`src/sv/rxdc_pkg.sv`:
```
// ----------------------------------------------------------------------------
// rxdc_pkg
// Shared widths, register codes and stage records of the RX differential
// count unit.
// ----------------------------------------------------------------------------
package rxdc_pkg;

    localparam int MAX_WORD    = 31;
    localparam int DIFF_W      = MAX_WORD;
    localparam int WORD_W      = 5;
    localparam int POS_W       = WORD_W + 1;
    localparam int EXP_W       = 6;
    localparam int COUNT_W     = 63;
    localparam int Q_W         = 33;
    localparam int ACC_W       = Q_W + 2;
    localparam int IN_TDATA_W  = 96;
    localparam int OUT_TDATA_W = 64;
    localparam int PADDR_W     = 3;
    localparam int PDATA_W     = 32;

    localparam logic [WORD_W-1:0] WORD_SIZE_RST = 5'd16;
    localparam logic [WORD_W-1:0] ROTATION_RST  = 5'd1;

    typedef enum logic
    {
        REG_WORD_SIZE = 1'b0,
        REG_ROTATION  = 1'b1
    } reg_idx_t;

    typedef enum logic [1:0]
    {
        SGN_NONE  = 2'd0,
        SGN_PLUS  = 2'd1,
        SGN_MINUS = 2'd2
    } sign_t;

    typedef struct packed
    {
        logic [WORD_W-1:0] word_size;
        logic [WORD_W-1:0] rotation;
    } cfg_t;

    typedef struct packed
    {
        logic              ok;
        logic              err;
        logic              k_zero;
        logic [WORD_W-1:0] n;
        logic [WORD_W-1:0] k;
        logic [DIFF_W-1:0] w_hi;
        logic [DIFF_W-1:0] w_lo;
        logic              fix_hi;
        logic              fix_lo;
        logic              x_lsb;
        logic              x_kbit;
    } front_t;

    typedef struct packed
    {
        logic              zero;
        logic              err;
        logic              k_zero;
        logic [EXP_W-1:0]  e0;
        logic [WORD_W-1:0] p1;
        logic [WORD_W-1:0] p2;
        sign_t             s1;
        sign_t             s2;
        logic [WORD_W-1:0] sh;
    } count_t;

endpackage

```
`src/sv/rxdc_cfg.sv`:
```
// ----------------------------------------------------------------------------
// rxdc_cfg
// APB register file holding word size and rotation.
// ----------------------------------------------------------------------------
module rxdc_cfg
    import rxdc_pkg::*;
(
    input  logic               clk,
    input  logic               rst_n,
    input  logic               psel,
    input  logic               penable,
    input  logic               pwrite,
    input  logic [PADDR_W-1:0] paddr,
    input  logic [PDATA_W-1:0] pwdata,
    output logic [PDATA_W-1:0] prdata,
    output logic               pready,
    output cfg_t               cfg
);

    logic [WORD_W-1:0] word_size_reg;
    logic [WORD_W-1:0] word_size_next;
    logic [WORD_W-1:0] rotation_reg;
    logic [WORD_W-1:0] rotation_next;
    reg_idx_t          idx;
    logic              wr;

    assign idx    = reg_idx_t'(paddr[2]);
    assign wr     = psel && penable && pwrite;
    assign pready = 1'b1;

    always_comb
    begin
        word_size_next = word_size_reg;
        rotation_next  = rotation_reg;
        prdata         = '0;
        if (wr)
        begin
            unique case (idx)
                REG_WORD_SIZE: word_size_next = pwdata[WORD_W-1:0];
                REG_ROTATION:  rotation_next  = pwdata[WORD_W-1:0];
                default:       word_size_next = word_size_reg;
            endcase
        end
        unique case (idx)
            REG_WORD_SIZE: prdata = {{(PDATA_W-WORD_W){1'b0}}, word_size_reg};
            REG_ROTATION:  prdata = {{(PDATA_W-WORD_W){1'b0}}, rotation_reg};
            default:       prdata = '0;
        endcase
    end

    always_ff @(posedge clk or negedge rst_n)
    begin
        if (!rst_n)
        begin
            word_size_reg <= WORD_SIZE_RST;
            rotation_reg  <= ROTATION_RST;
        end
        else
        begin
            word_size_reg <= word_size_next;
            rotation_reg  <= rotation_next;
        end
    end

    assign cfg.word_size = word_size_reg;
    assign cfg.rotation  = rotation_reg;

endmodule

```
`src/sv/rxdc_front.sv`:
```
// ----------------------------------------------------------------------------
// rxdc_front
// First stage: mask the differences, check the validity criterion and build
// the bit regions for the two part counts.
// ----------------------------------------------------------------------------
module rxdc_front
    import rxdc_pkg::*;
(
    input  logic              clk,
    input  logic              rst_n,
    input  cfg_t              cfg,
    input  logic              in_valid,
    output logic              in_ready,
    input  logic [DIFF_W-1:0] alpha_diff,
    input  logic [DIFF_W-1:0] beta_diff,
    input  logic [DIFF_W-1:0] sum_diff,
    output logic              out_valid,
    input  logic              out_ready,
    output front_t            out_data
);

    logic   valid_reg;
    front_t data_reg;
    front_t data_next;

    always_comb
    begin
        logic [DIFF_W-1:0] mask;
        logic [DIFF_W-1:0] keep;
        logic [DIFF_W-1:0] r_hi;
        logic [DIFF_W-1:0] r_lo;
        logic [DIFF_W-1:0] c_hi;
        logic [DIFF_W-1:0] c_lo;
        logic [DIFF_W-1:0] kbit;
        logic [DIFF_W-1:0] w;
        logic [DIFF_W-1:0] x;
        logic [DIFF_W-1:0] u;
        logic [DIFF_W-1:0] v;
        logic [DIFF_W-1:0] xh;
        logic [DIFF_W-1:0] xl;
        logic [POS_W-1:0]  n6;
        logic [POS_W-1:0]  k6;
        logic [POS_W-1:0]  i6;
        n6 = {1'b0, cfg.word_size};
        k6 = {1'b0, cfg.rotation};
        for (int i = 0; i < DIFF_W; i++)
        begin
            i6      = POS_W'(i);
            mask[i] = i6 < n6;
            kbit[i] = i6 == k6;
            keep[i] = !((k6 != '0) && ((i6 == '0) || (i6 == k6)));
            r_hi[i] = (k6 <= i6) && (i6 < n6);
            r_lo[i] = i6 < k6;
            c_hi[i] = (k6 <= i6) && ((i6 + 1'b1) < n6);
            c_lo[i] = (i6 + 1'b1) < k6;
        end
        w  = ((alpha_diff ^ sum_diff) | (beta_diff ^ sum_diff)) & mask;
        x  = (alpha_diff ^ beta_diff ^ sum_diff) & mask;
        u  = x ^ ({x[DIFF_W-2:0], 1'b0} & mask);
        v  = {w[DIFF_W-2:0], 1'b0} & mask;
        xh = x & r_hi;
        xl = x & r_lo;
        data_next.ok     = (u & ~v & keep) == '0;
        data_next.err    = cfg.rotation >= cfg.word_size;
        data_next.k_zero = cfg.rotation == '0;
        data_next.n      = cfg.word_size;
        data_next.k      = cfg.rotation;
        data_next.w_hi   = w & c_hi;
        data_next.w_lo   = w & c_lo;
        data_next.fix_hi = (xh == '0) || (xh == r_hi);
        data_next.fix_lo = (xl == '0) || (xl == r_lo);
        data_next.x_lsb  = x[0];
        data_next.x_kbit = |(x & kbit);
    end

    assign in_ready = !valid_reg || out_ready;

    always_ff @(posedge clk or negedge rst_n)
    begin
        if (!rst_n)
        begin
            valid_reg <= 1'b0;
        end
        else if (in_ready)
        begin
            valid_reg <= in_valid;
        end
    end

    always_ff @(posedge clk)
    begin
        if (in_ready && in_valid)
        begin
            data_reg <= data_next;
        end
    end

    assign out_valid = valid_reg;
    assign out_data  = data_reg;

endmodule

```
`src/sv/rxdc_count.sv`:
```
// ----------------------------------------------------------------------------
// rxdc_count
// Second stage: popcount the carry regions and form the exponents and the
// correction signs of the two parts.
// ----------------------------------------------------------------------------
module rxdc_count
    import rxdc_pkg::*;
(
    input  logic   clk,
    input  logic   rst_n,
    input  logic   in_valid,
    output logic   in_ready,
    input  front_t in_data,
    output logic   out_valid,
    input  logic   out_ready,
    output count_t out_data
);

    logic   valid_reg;
    count_t data_reg;
    count_t data_next;

    function automatic logic [WORD_W-1:0] pop31(input logic [DIFF_W-1:0] vec);
        logic [31:0] pv;
        logic [3:0]  g [4];
        pv = {1'b0, vec};
        for (int j = 0; j < 4; j++)
        begin
            g[j] = '0;
            for (int b = 0; b < 8; b++)
            begin
                g[j] = g[j] + 4'(pv[j*8+b]);
            end
        end
        return {1'b0, g[0]} + {1'b0, g[1]} + {1'b0, g[2]} + {1'b0, g[3]};
    endfunction

    always_comb
    begin
        logic [WORD_W-1:0] dd1;
        logic [WORD_W-1:0] dd2;
        dd1 = pop31(in_data.w_hi);
        dd2 = pop31(in_data.w_lo);
        data_next.zero   = !in_data.ok || in_data.err;
        data_next.err    = in_data.err;
        data_next.k_zero = in_data.k_zero;
        data_next.e0     = {in_data.n, 1'b0} - {1'b0, dd1};
        data_next.p1     = in_data.n - in_data.k - dd1;
        data_next.p2     = in_data.k - dd2;
        data_next.sh     = in_data.n - WORD_W'(2);
        if (!in_data.fix_hi)
        begin
            data_next.s1 = SGN_NONE;
        end
        else
        begin
            data_next.s1 = in_data.x_lsb ? SGN_MINUS : SGN_PLUS;
        end
        if (!in_data.fix_lo)
        begin
            data_next.s2 = SGN_NONE;
        end
        else
        begin
            data_next.s2 = in_data.x_kbit ? SGN_MINUS : SGN_PLUS;
        end
    end

    assign in_ready = !valid_reg || out_ready;

    always_ff @(posedge clk or negedge rst_n)
    begin
        if (!rst_n)
        begin
            valid_reg <= 1'b0;
        end
        else if (in_ready)
        begin
            valid_reg <= in_valid;
        end
    end

    always_ff @(posedge clk)
    begin
        if (in_ready && in_valid)
        begin
            data_reg <= data_next;
        end
    end

    assign out_valid = valid_reg;
    assign out_data  = data_reg;

endmodule

```
`src/sv/rxdc_combine.sv`:
```
// ----------------------------------------------------------------------------
// rxdc_combine
// Third and fourth stages: expand the product of the two parts into a sum of
// powers of two, then scale it (or use 2^e0 or zero) and hold the result word.
// ----------------------------------------------------------------------------
module rxdc_combine
    import rxdc_pkg::*;
(
    input  logic               clk,
    input  logic               rst_n,
    input  logic               in_valid,
    output logic               in_ready,
    input  count_t             in_data,
    output logic               out_valid,
    input  logic               out_ready,
    output logic [COUNT_W-1:0] pair_count,
    output logic               config_error
);

    logic               s3_valid_reg;
    logic               s3_zero_reg;
    logic               s3_err_reg;
    logic               s3_k_zero_reg;
    logic [EXP_W-1:0]   s3_e0_reg;
    logic [WORD_W-1:0]  s3_sh_reg;
    logic [Q_W-1:0]     s3_q_reg;
    logic [Q_W-1:0]     s3_q_next;
    logic               s3_ready;

    logic               out_valid_reg;
    logic [COUNT_W-1:0] count_reg;
    logic [COUNT_W-1:0] count_next;
    logic               err_reg;

    function automatic logic [ACC_W-1:0] add_term(input logic [ACC_W-1:0] acc,
                                                  input sign_t            sgn,
                                                  input logic [ACC_W-1:0] term);
        logic [ACC_W-1:0] res;
        unique case (sgn)
            SGN_PLUS:  res = acc + term;
            SGN_MINUS: res = acc - term;
            default:   res = acc;
        endcase
        return res;
    endfunction

    always_comb
    begin
        logic [EXP_W-1:0] psum;
        logic [ACC_W-1:0] acc;
        sign_t            s12;
        psum = EXP_W'(in_data.p1) + EXP_W'(in_data.p2);
        acc  = ACC_W'(1) << psum;
        acc  = add_term(acc, in_data.s2, ACC_W'(1) << in_data.p1);
        acc  = add_term(acc, in_data.s1, ACC_W'(1) << in_data.p2);
        if (in_data.s1 == SGN_NONE || in_data.s2 == SGN_NONE)
        begin
            s12 = SGN_NONE;
        end
        else if (in_data.s1 == in_data.s2)
        begin
            s12 = SGN_PLUS;
        end
        else
        begin
            s12 = SGN_MINUS;
        end
        acc       = add_term(acc, s12, ACC_W'(1));
        s3_q_next = acc[Q_W-1:0];
    end

    always_comb
    begin
        priority if (s3_zero_reg)
        begin
            count_next = '0;
        end
        else if (s3_k_zero_reg)
        begin
            count_next = COUNT_W'(1) << s3_e0_reg;
        end
        else
        begin
            count_next = COUNT_W'(s3_q_reg) << s3_sh_reg;
        end
    end

    assign s3_ready = !out_valid_reg || out_ready;
    assign in_ready = !s3_valid_reg || s3_ready;

    always_ff @(posedge clk or negedge rst_n)
    begin
        if (!rst_n)
        begin
            s3_valid_reg  <= 1'b0;
            out_valid_reg <= 1'b0;
        end
        else
        begin
            if (in_ready)
            begin
                s3_valid_reg <= in_valid;
            end
            if (s3_ready)
            begin
                out_valid_reg <= s3_valid_reg;
            end
        end
    end

    always_ff @(posedge clk)
    begin
        if (in_ready && in_valid)
        begin
            s3_zero_reg   <= in_data.zero;
            s3_err_reg    <= in_data.err;
            s3_k_zero_reg <= in_data.k_zero;
            s3_e0_reg     <= in_data.e0;
            s3_sh_reg     <= in_data.sh;
            s3_q_reg      <= s3_q_next;
        end
        if (s3_ready && s3_valid_reg)
        begin
            count_reg <= count_next;
            err_reg   <= s3_err_reg;
        end
    end

    assign out_valid    = out_valid_reg;
    assign pair_count   = count_reg;
    assign config_error = err_reg;

`ifndef SYNTHESIS
    a_err_zero: assert property (@(posedge clk) disable iff (!rst_n)
        out_valid_reg && err_reg |-> count_reg == '0)
        else $error("config error with nonzero count");

    a_q_nonzero: assert property (@(posedge clk) disable iff (!rst_n)
        s3_valid_reg && !s3_zero_reg && !s3_k_zero_reg |-> s3_q_reg != '0)
        else $error("part product collapsed to zero");

    a_count_range: assert property (@(posedge clk) disable iff (!rst_n)
        out_valid_reg && count_reg[COUNT_W-1] |-> count_reg[COUNT_W-2:0] == '0)
        else $error("count above the largest power of two");
`endif

endmodule

```
`src/sv/rx_differential_count_unit.sv`:
```
// ----------------------------------------------------------------------------
// rx_differential_count_unit
// Four stages: front, count, s3 and output registers, in that order.
// Throughput: one word per cycle, set by this pipeline, while not stalled.
// Each stage holds its word while the next one stalls; bubbles collapse.
// Reset (rst_n low, asynchronous) clears all valid bits and sets
// word_size to 16 and rotation to 1.
// ----------------------------------------------------------------------------
module rx_differential_count_unit
    import rxdc_pkg::*;
(
    input  logic                   clk,
    input  logic                   rst_n,
    input  logic                   psel,
    input  logic                   penable,
    input  logic                   pwrite,
    input  logic [PADDR_W-1:0]     paddr,
    input  logic [PDATA_W-1:0]     pwdata,
    output logic [PDATA_W-1:0]     prdata,
    output logic                   pready,
    input  logic                   s_tvalid,
    output logic                   s_tready,
    // alpha_diff[30:0], beta_diff[61:31], sum_diff[92:62], zero pad
    input  logic [IN_TDATA_W-1:0]  s_tdata,
    output logic                   m_tvalid,
    input  logic                   m_tready,
    // pair_count[62:0], zero pad
    output logic [OUT_TDATA_W-1:0] m_tdata,
    // config_error[0]
    output logic                   m_tuser
);

    cfg_t               cfg;
    front_t             front_data;
    logic               front_valid;
    logic               front_ready;
    count_t             count_data;
    logic               count_valid;
    logic               count_ready;
    logic [COUNT_W-1:0] pair_count;

    rxdc_cfg u_cfg
    (
        .clk     (clk),
        .rst_n   (rst_n),
        .psel    (psel),
        .penable (penable),
        .pwrite  (pwrite),
        .paddr   (paddr),
        .pwdata  (pwdata),
        .prdata  (prdata),
        .pready  (pready),
        .cfg     (cfg)
    );

    rxdc_front u_front
    (
        .clk        (clk),
        .rst_n      (rst_n),
        .cfg        (cfg),
        .in_valid   (s_tvalid),
        .in_ready   (s_tready),
        .alpha_diff (s_tdata[DIFF_W-1:0]),
        .beta_diff  (s_tdata[2*DIFF_W-1:DIFF_W]),
        .sum_diff   (s_tdata[3*DIFF_W-1:2*DIFF_W]),
        .out_valid  (front_valid),
        .out_ready  (front_ready),
        .out_data   (front_data)
    );

    rxdc_count u_count
    (
        .clk       (clk),
        .rst_n     (rst_n),
        .in_valid  (front_valid),
        .in_ready  (front_ready),
        .in_data   (front_data),
        .out_valid (count_valid),
        .out_ready (count_ready),
        .out_data  (count_data)
    );

    rxdc_combine u_combine
    (
        .clk          (clk),
        .rst_n        (rst_n),
        .in_valid     (count_valid),
        .in_ready     (count_ready),
        .in_data      (count_data),
        .out_valid    (m_tvalid),
        .out_ready    (m_tready),
        .pair_count   (pair_count),
        .config_error (m_tuser)
    );

    assign m_tdata = {{(OUT_TDATA_W-COUNT_W){1'b0}}, pair_count};

endmodule

```
`config.mk`:
```
export PLATFORM = sky130hd
export DESIGN_NAME = rx_differential_count_unit
export DESIGN_NICKNAME = d
export VERILOG_FILES = /design/src/sv/rxdc_pkg.sv /design/src/sv/rxdc_cfg.sv /design/src/sv/rxdc_front.sv /design/src/sv/rxdc_count.sv /design/src/sv/rxdc_combine.sv /design/src/sv/rx_differential_count_unit.sv
export SDC_FILE = /design/constraint.sdc
export NUM_CORES = 1
export LEC_CHECK = 0
export BUFFER_PORTS_ARGS = -buffer_cell sky130_fd_sc_hd__buf_2
export CORE_ASPECT_RATIO = 0.8
export CORE_MARGIN = 5
export CORE_UTILIZATION = 30
export CTS_BUF_LIST = sky130_fd_sc_hd__clkbuf_8 sky130_fd_sc_hd__clkbuf_16
export CTS_CLUSTER_DIAMETER = 200
export DETAILED_ROUTE_END_ITERATION = 10
export SLEW_MARGIN = 20
export SYNTH_ARGS = -nofsm -noshare
export SYNTH_HDL_FRONTEND = slang
export SYNTH_SLANG_ARGS = --single-unit
```
`constraint.sdc`:
```
create_clock -name clk -period 25.5 [get_ports clk]
set_input_delay 1.275 -clock clk [delete_from_list [all_inputs] [get_ports clk]]
set_output_delay 1.275 -clock clk [all_outputs]
set_load 0.03 [all_outputs]
```
# After elaboration in Yosys (flattened, before gate mapping)
# Index checks and enable logic that the tools add are counted.
# word_totals
regBits,232
latchBits,0
ramBits,0
rom_bits,0
out_inout_bits,100
n_memories,0
# classes
n_addsub,72
mul,0
div,0
order_cmp,94
n_eq_ne,39
shift,5
mux,9
bitwise_logic,19
n_reduce_logical,151
# ops
operator,n
$and A31 B31 Y31,9
$pmux W33 S2,3
$add A4 B1 Y4,46
$xor A31 B31 Y31,5
$lt A5 B5 Y1 const A,30
$logic_and A1 B1 Y1,97
$logic_not A31 Y1,3
$lt A4 B5 Y1 const A,16
$eq A5 B5 Y1 const A,15
$le A5 B5 Y1 const B,15
$add A33 B33 Y33,2
$shl A1 B5 Y33 const A,2
$sub A33 B33 Y33,2
$pmux W32 S2,1
$mux W63,1
$shl A1 B6 Y63 const A,1
$shl A33 B5 Y63,1
$and A31 B30 Y31,2
$eq A31 B31 Y1,2
$eq A4 B5 Y1 const A,8
$le A5 B4 Y1 const B,8
$lt A3 B5 Y1 const A,8
$logic_not A1 Y1,36
$add A33 B1 Y33 const B,1
31 further kinds,75

# Longest topological paths before layout
# Gate-level depths: netlist of run 1.
# depth
depth_word,11
ltp_mapped,47
mapped_depth_nobuf,44

# Hierarchy
# From an unflattened synthesis of run 1, not the netlist that was laid out.
# hier_totals
hier_cells,3042
hier_area_um2,25959.9
# by_module_without_submodules
mod,n_inst,cells_per_inst,area_each_um2,seq_area_each_um2
rxdc_combine,1,1828,14348.8,3383.2
rxdc_front,1,775,6927.9,2337.2
rxdc_count,1,379,3985.1,865.8
rxdc_cfg,1,58,686.9,252.7
rx_differential_count_unit,1,2,11.3,0.0

# Least setup slack after synthesis of run 1
# No wires, ideal clock.
# synth_path
path_type,register to register
from,reg u_count.data_reg (netlist bit u_count.out_data[9])
to,"reg u_combine.s3_q_reg[32], data pin"
arrival_ns,8.042
required_time_ns,25.240
path_slack_ns,17.198
path_stages_with_launch,40
path_buffers,0
synth_period_minus_slack_ns,8.302
cell_sequence,edfxtp_1 -> ha_1 -> fa_1 -> a211oi_2 -> xnor2_1 -> o31a_1 -> a2111o_1 -> ha_1 -> fa_1 -> nor2b_1 -> o31a_1 -> o21ai_0 -> a21oi_1 -> o21a_1 -> o21a_1 -> o21a_1 -> nor3_1 -> a21oi_1 -> [... 4 more ...] -> o21ai_0 -> nand2b_1 -> a21oi_1 -> xnor2_1 -> o21ai_0 -> ha_1 -> a22o_1 -> or4_1 -> nor2_1 -> o211ai_1 -> nand4_1 -> a31oi_1 -> a211oi_1 -> o21ai_0 -> nand4_1 -> o211ai_1 -> xnor2_1 -> xnor2_1
# synth_via
elab_chain_cells,8
word_cells_on_any_way,12
classes_between,add/sub: 7; shift: 2; mux: 3
# synth_lines
item,line_no,rtl
start: declaration,rxdc_count.sv:20,count_t data_reg;
start signal: assignment,rxdc_count.sv:87,data_reg <= data_next;
$add A5 B5 Y6,rxdc_combine.sv:52,psum = EXP_W'(in_data.p1) + EXP_W'(in_data.p2);
$shl A1 B6 Y33,rxdc_combine.sv:53,acc = ACC_W'(1) << psum;
$sub A33 B33 Y33 / $add A33 B33 Y33 (equally long branches),"rxdc_combine.sv:41, rxdc_combine.sv:40",
$pmux W33 S2,rxdc_combine.sv:39,unique case (sgn)
$sub A33 B33 Y33 / $add A33 B33 Y33 (equally long branches),"rxdc_combine.sv:41, rxdc_combine.sv:40",
$pmux W33 S2 *,rxdc_combine.sv:39,
$sub A33 B1 Y33 / $add A33 B1 Y33 (equally long branches),"rxdc_combine.sv:41, rxdc_combine.sv:40",
$pmux W33 S2 *,rxdc_combine.sv:39,
via u_combine.s3_q_next[32],rxdc_combine.sv:27,logic [Q_W-1:0] s3_q_next;
end signal: assignment,rxdc_combine.sv:120,s3_q_reg <= s3_q_next;
end: declaration,rxdc_combine.sv:26,logic [Q_W-1:0] s3_q_reg;
# Mark *: on every way through the listed nets, which the timed path passes. The rest lies on a longest branch.
# A chain may end at the register's enable or synchronous reset.

# Worst setup path in the final report of run 1
# layout_path
from,reg u_count.data_reg (netlist bit u_count.out_data[16])
to,"reg u_combine.s3_q_reg[29], data pin"
# layout_via
elab_chain_cells,8
word_cells_on_any_way,12
classes_between,add/sub: 7; shift: 2; mux: 3
# layout_lines
item,line_no
$add A5 B5 Y6,rxdc_combine.sv:52
$shl A1 B6 Y33,rxdc_combine.sv:53
$sub A33 B33 Y33 / $add A33 B33 Y33 (equally long branches),"rxdc_combine.sv:41, rxdc_combine.sv:40"
$pmux W33 S2 *,rxdc_combine.sv:39
$sub A33 B33 Y33 / $add A33 B33 Y33 (equally long branches),"rxdc_combine.sv:41, rxdc_combine.sv:40"
$pmux W33 S2 *,rxdc_combine.sv:39
$sub A33 B1 Y33 / $add A33 B1 Y33 (equally long branches),"rxdc_combine.sv:41, rxdc_combine.sv:40"
$pmux W33 S2 *,rxdc_combine.sv:39
via u_combine.s3_q_next[29],rxdc_combine.sv:27
# Marks and branches as above.

==> results.toml, run 1 <==
[logic_synthesis]
ys_ff_latch = 230
muxShareOfSynthArea_pct = 7.39
ys_top_cells_by_area = "edfxtp_1 (26%), ha_1 (7.7%), nor2_1 (5.4%), fa_1 (4.6%), a21oi_1 (4.5%)"
synth_edf_count = 216
synthAdderAreaFrac_pct = 12.3
synth-async-reset-ratio_pct = 6.09
netlist_top_cells_count = "nor2_1 (360), nand2_1 (263), a21oi_1 (226)"
syn_area_per_cell_um2 = 8.34
ys_types = 94
synth_top_family_by_area = "simple AND/OR/NAND/NOR gates"
yosys.area.top_type = "edfxtp_1"
netlist.area_leader.share_pct = 25.9
synth-simple-area-share_pct = 20.1
synthCells = 2996
synth_xor_area_share_pct = 6.87
yosysWarnings = 0
synth_compound_area_share_pct = 20.0
yosysMostFrequentCell = "nor2_1"
synth_area_um2 = 25000
yosysSeqAreaShare_pct = 27.4
ys.flop_type = "edfxtp_1"

[finish]
fin_nets = 3438
largest_reg_flops = 77
areaGrowthSynthToFinish_pct = 10.6
layout-drive-gt1-share_pct = 12.9
diodes = 0

[cts]
cts_resized = 0
htreeDepth = 1
root_buffer = "clkbuf_16"
clock_sinks = 230
insertion_delay_ns = 0.54
tritoncts = "yes"
post-cts-setup-buffers = 0
clockBufferDepth = 3
path_clk_slew_ns = 0.07
hold_buffers = 0
cts_buffers = 24

[drt]
drt_drc_violations_left = 0
wl_per_cell_um = 20.4
drtPass1Iterations = 7
avgViaCountPerCell = 5.50
drt_iter0_drc = 2582
via_count = 23159
wl_met1_um = 39300
route.met3.wl_um = 7200
route.final.wire_length_um = 86000
top_layer = "met5"
ant_nets = 0
dr_wl_met2_um = 37200

[global_routing]
overflow = 0
grt_usage_pct = 18.3
grt_first_pass_wirelength_um = 130000
grt_pass1_vias = 21856
grt_max_degree = 78
grt_antenna_before_repair = 1

[job]
maxCapViolations = 0

[status]
status = "finished clean"

[timing]
fmax_mhz = 97.1
setup_viol = 0
fin_crit_sh_pct = 40.4
holdWs_ns = 0.415
final-hold-violation-count = 0
maxSlewViolCount = 0
slew-limit-headroom_pct = 20.8
worstMarginPinSlew_ns = 1.18
setup_slack_ns = 15.20
rsz0062_at_grt = "false"
period_minus_slack_ns = 10.30
setup_tns_ns = 0
skew_ns = 0.0138

[worst_setup_path]
r2r-start = "u_count.out_data[16]"
reg2reg_to = "u_combine.s3_q_reg[29]"
crit_path_end_kind = "flip-flop"
worst-path-max-fanout = 20
cpMostUsedCell = "nand2_1"
start_kind = "flip-flop"
slowest_delay_ns = 0.80
reg2reg_slack_ns = 15.20
path_buf_inv = 2
arrival_ns = 10.62
ff2ff_path_depth = 40
critPathRequiredTime_ns = 25.82
setup.worst_path.class = "reg -> reg"
cp_slowest_cell = "edfxtp_1"
cp_top_family = "compound AO/OA/AOI/OAI gates"

[worst_hold_path]
hp-start = "u_count.out_data[27]"
holdPathEnd = "u_combine.s3_zero_reg"
worstHoldPathCells = 0
hp-class = "reg -> reg"

[floorplan]
rows = 94
coreArea_um2 = 82400
die-area_um2 = 89200
num_io_pins = 238
start_util_pct = 30.3
fp.dieH_um = 268
die_w_um = 333

[placed_design]
post-dp-hpwl_um = 68700
place_ws_ns = 15.45
portBuffers = 176
routabilityCongestion = 0.997
==> through the flow <==
stage / util, % / std cells / area [µm²]
global placement: 32.6 / 4167 / 26900
detailed placement: 32.6 / 4167 / 26900
CTS: 33.5 / 4211 / 27600
global route: 33.5 / 4211 / 27600
floorplan: - / 3023 / 25100
finish: 33.5 / 4211 / 27600
==> area by class of cell <==
cell class,instances,area (µm²)
Fill cell,8704,54800
Multi-Input combinational cell,2431,16800
Sequential cell,230,6840
Tap cell,1104,1380
Timing Repair Buffer,216,1180
Inverter,186,698
Clock buffer,28,656
Clock inverter,16,86.3
==> placed cells by master, fill, tap and decap left out, types with 57 or more instances in the layout <==
master / instances
edfxtp_1: 216
o21ai_0: 141
inv_1: 190
ha_1: 154
fa_1: 57
nor3_1: 98
nor2_1: 358
xor2_1: 74
nand3_1: 92
buf_2: 176
mux2_2: 73
a21oi_1: 226
xnor2_1: 122
nand2_1: 263
==> how the worst max path moves through the flow <==
stage / slack [ns] / to / cells after the start / from
3_5_place_dp: 15.45 / u_combine.s3_q_reg[32] / 43 / u_count.out_data[16]
3_3_place_gp: 15.50 / u_combine.s3_q_reg[32] / 43 / u_count.out_data[16]
4_1_cts: 15.38 / u_combine.s3_q_reg[31] / 40 / u_count.out_data[16]
6_report: 15.20 / u_combine.s3_q_reg[29] / 40 / u_count.out_data[16]
2_1_floorplan: 17.20 / u_combine.s3_q_reg[32] / 39 / u_count.out_data[9]
5_1_grt: 14.43 / u_combine.s3_q_reg[32] / 43 / u_count.out_data[16]
==> layer usage <==
| layer | up-vias | track usage, % |
|---|---|---|
| met5 | - | 0 |
| met4 | 2 | 4.16 |
| met3 | 142 | 3.23 |
| met2 | 1022 | 28.5 |
| met1 | 10985 | 26.6 |
| li1 | 11008 | - |
==> kinds of logic (layout without fill, tap and decap cells) <==
family,Yosys count,count (layout)
XOR/XNOR,196,196
other,2,29
adder cells (fa/ha/maj),212,212
buffers and inverters,362,446
AND/OR/NAND/NOR,1082,1082
flip-flops,230,230
AO/OA/AOI/OAI,762,762
multiplexers,150,150
Power of run 1 is not shown: default switching activity piles up to over one toggle a cycle in this logic, so the estimate is an artifact.
==> inputs of run 2 (changes only) <==
==> constraint.sdc (replaced) <==
create_clock -name clk -period 10.1 [get_ports clk]
set_input_delay 0.505 -clock clk [delete_from_list [all_inputs] [get_ports clk]]
set_output_delay 0.505 -clock clk [all_outputs]
set_load 0.03 [all_outputs]
==> run 2 against run 1 <==
Compared with the run above: design area rose by 0.78%; die area is the same; setup slack got worse by 14 ns; non-clock buffer count up 10; via count fell by 0.19%; global-route usage rose by 0.19 points; first-iteration DRC count decreased by 6.0%; utilization rose by 0.26 points; register-to-register slack worse by 14 ns; largest cell class unchanged.
==> results.toml, run 2 (same netlist as run 1, synthesis figures left out) <==
[global_routing]
overflow = 0
grt_max_degree = 78
grtUsageMet1_pct = 27.0
grt_first_pass_wirelength_um = 131000
grt_use_met3_pct = 3.19
grt_antenna_before_repair = 1
top_usage_layer = "met2"
grt_pass1_vias = 21644
grt.met2_usage_pct = 28.8
grt_usage_pct = 18.5

[finish]
areaGrowthSynthToFinish_pct = 11.4
final_cell_mix = "nor2_1 (358), nand2_1 (263), a21oi_1 (226)"
regArea_um2 = 6840
multi_input_comb_area_um2 = 16800
fillers = 8763
largest_reg_flops = 77
fin_nets = 3449
layout_commonest_cell = "nor2_1"
layout-drive-gt1-share_pct = 13.5

[drt]
wl_per_cell_um = 20.5
ant_nets = 0
avgViaCountPerCell = 5.47
drt_iter0_drc = 2427
route.final.wire_length_um = 86800
via_count = 23114
drt_drc_violations_left = 0
drtPass1Iterations = 6

[timing]
slew-limit-headroom_pct = 20.0
setup_viol = 0
maxSlewViolCount = 0
final-hold-violation-count = 0
rsz0062_at_grt = "false"
worstMarginPinSlew_ns = 1.19
fmax_mhz = 107
setup_tns_ns = 0
skew_ns = 0.0134
period_minus_slack_ns = 9.32
fin_crit_sh_pct = 92.3

[worst_setup_path]
arrival_ns = 9.60
critPathRequiredTime_ns = 10.38
reg2reg_to = "u_combine.s3_q_reg[25]"
slowest_delay_ns = 0.57
crit_path_end_kind = "flip-flop"
start_kind = "flip-flop"
r2r-start = "u_count.out_data[9]"
cp_slowest_cell = "o31ai_1"
worst-path-max-fanout = 5
reg2reg_slack_ns = 0.78
ff2ff_path_depth = 37
setup.worst_path.class = "reg -> reg"

[cts]
tritoncts = "yes"
post-cts-setup-buffers = 0
cts_buffers = 25
clockBufferDepth = 3
htreeDepth = 1
root_buffer = "clkbuf_16"
insertion_delay_ns = 0.54
clock_sinks = 230
path_clk_slew_ns = 0.06

[floorplan]
rows = 94
fp.dieH_um = 268
coreArea_um2 = 82400
die_w_um = 333
num_io_pins = 238
start_util_pct = 30.3
die-area_um2 = 89200

[job]
maxCapViolations = 0

[placed_design]
post-dp-hpwl_um = 69500
portBuffers = 176
routabilityCongestion = 1.01

[worst_hold_path]
hp-class = "in -> reg"
holdPathEnd = "u_front.out_valid"
worstHoldPathCells = 2
hp-start = "s_tvalid"

[status]
status = "finished clean"
## run 2: cell count changes in the layout (fill, tap and decap cells not counted), sizes merged
cell	change
buf	+9
bufinv	+3
clkinvlp	+3
clkinv	-1
clkbuf	+1
diode	+2
inv	-5
dlygate4sd3	+1
## run 2: metrics by stage
step,cell area [µm²],hold slack (ns),std cells,utilization [%],worst slack (ns)
3_5_place_dp,27000,0.405,4176,32.7,0.812
5_1_grt,27800,0.155,4222,33.8,0.0841
4_1_cts,27800,0.129,4222,33.8,0.737
3_3_place_gp,27000,0.403,4176,32.7,0.802
2_1_floorplan,25100,0.209,3023,-,1.80
6_report,27900,0.168,4224,33.8,0.776
## run 2: worst max-delay path: cells and delay by family, from the launching register on
family,cells,cell delay (ns)
fa+ha+maj,6,2.11
buf+inv,1,0.09
compound gates,18,4.23
flops,1,0.39
mux,1,0.26
simple gates,8,1.58
xor+xnor,3,0.43
## run 2: timing repair
item,in CTS,in global routing
endpoints found under the hold margin,12,0
setup endpoints to repair,0,4
resized for setup,0,3
hold buffers,1,0
## run 2: cell type report
cell class                      instances  share of cell area [%]
Inverter                              186                    2.51
Timing Repair Buffer                  226                    4.52
Multi-Input combinational cell       2431                    60.4
Clock buffer                           29                    2.44
Antenna cell                            2                  0.0180
Tap cell                             1104                    4.96
Sequential cell                       230                    24.6
Clock inverter                         16                   0.642
## run 2: metal layers
layer | routed length, µm | up-vias
li1 | - | 11046
met1 | 39800 | 10975
met2 | 37400 | 976
met3 | 7410 | 117
met4 | 2140 | 0
met5 | 0 | -
## run 2: worst max path at each step
| stage | start | to | depth (start not counted) |
|---|---|---|---|
| after global placement | u_count.out_data[9] | u_combine.s3_q_reg[32] | 39 |
| after CTS | u_count.out_data[9] | u_combine.s3_q_reg[32] | 39 |
| after global routing | u_count.out_data[15] | u_combine.s3_q_reg[25] | 36 |
| after detailed placement | u_count.out_data[9] | u_combine.s3_q_reg[32] | 39 |
| final | u_count.out_data[9] | u_combine.s3_q_reg[25] | 37 |
| after floorplan | u_count.out_data[9] | u_combine.s3_q_reg[32] | 39 |
Power of run 2 is left out for the same reason.
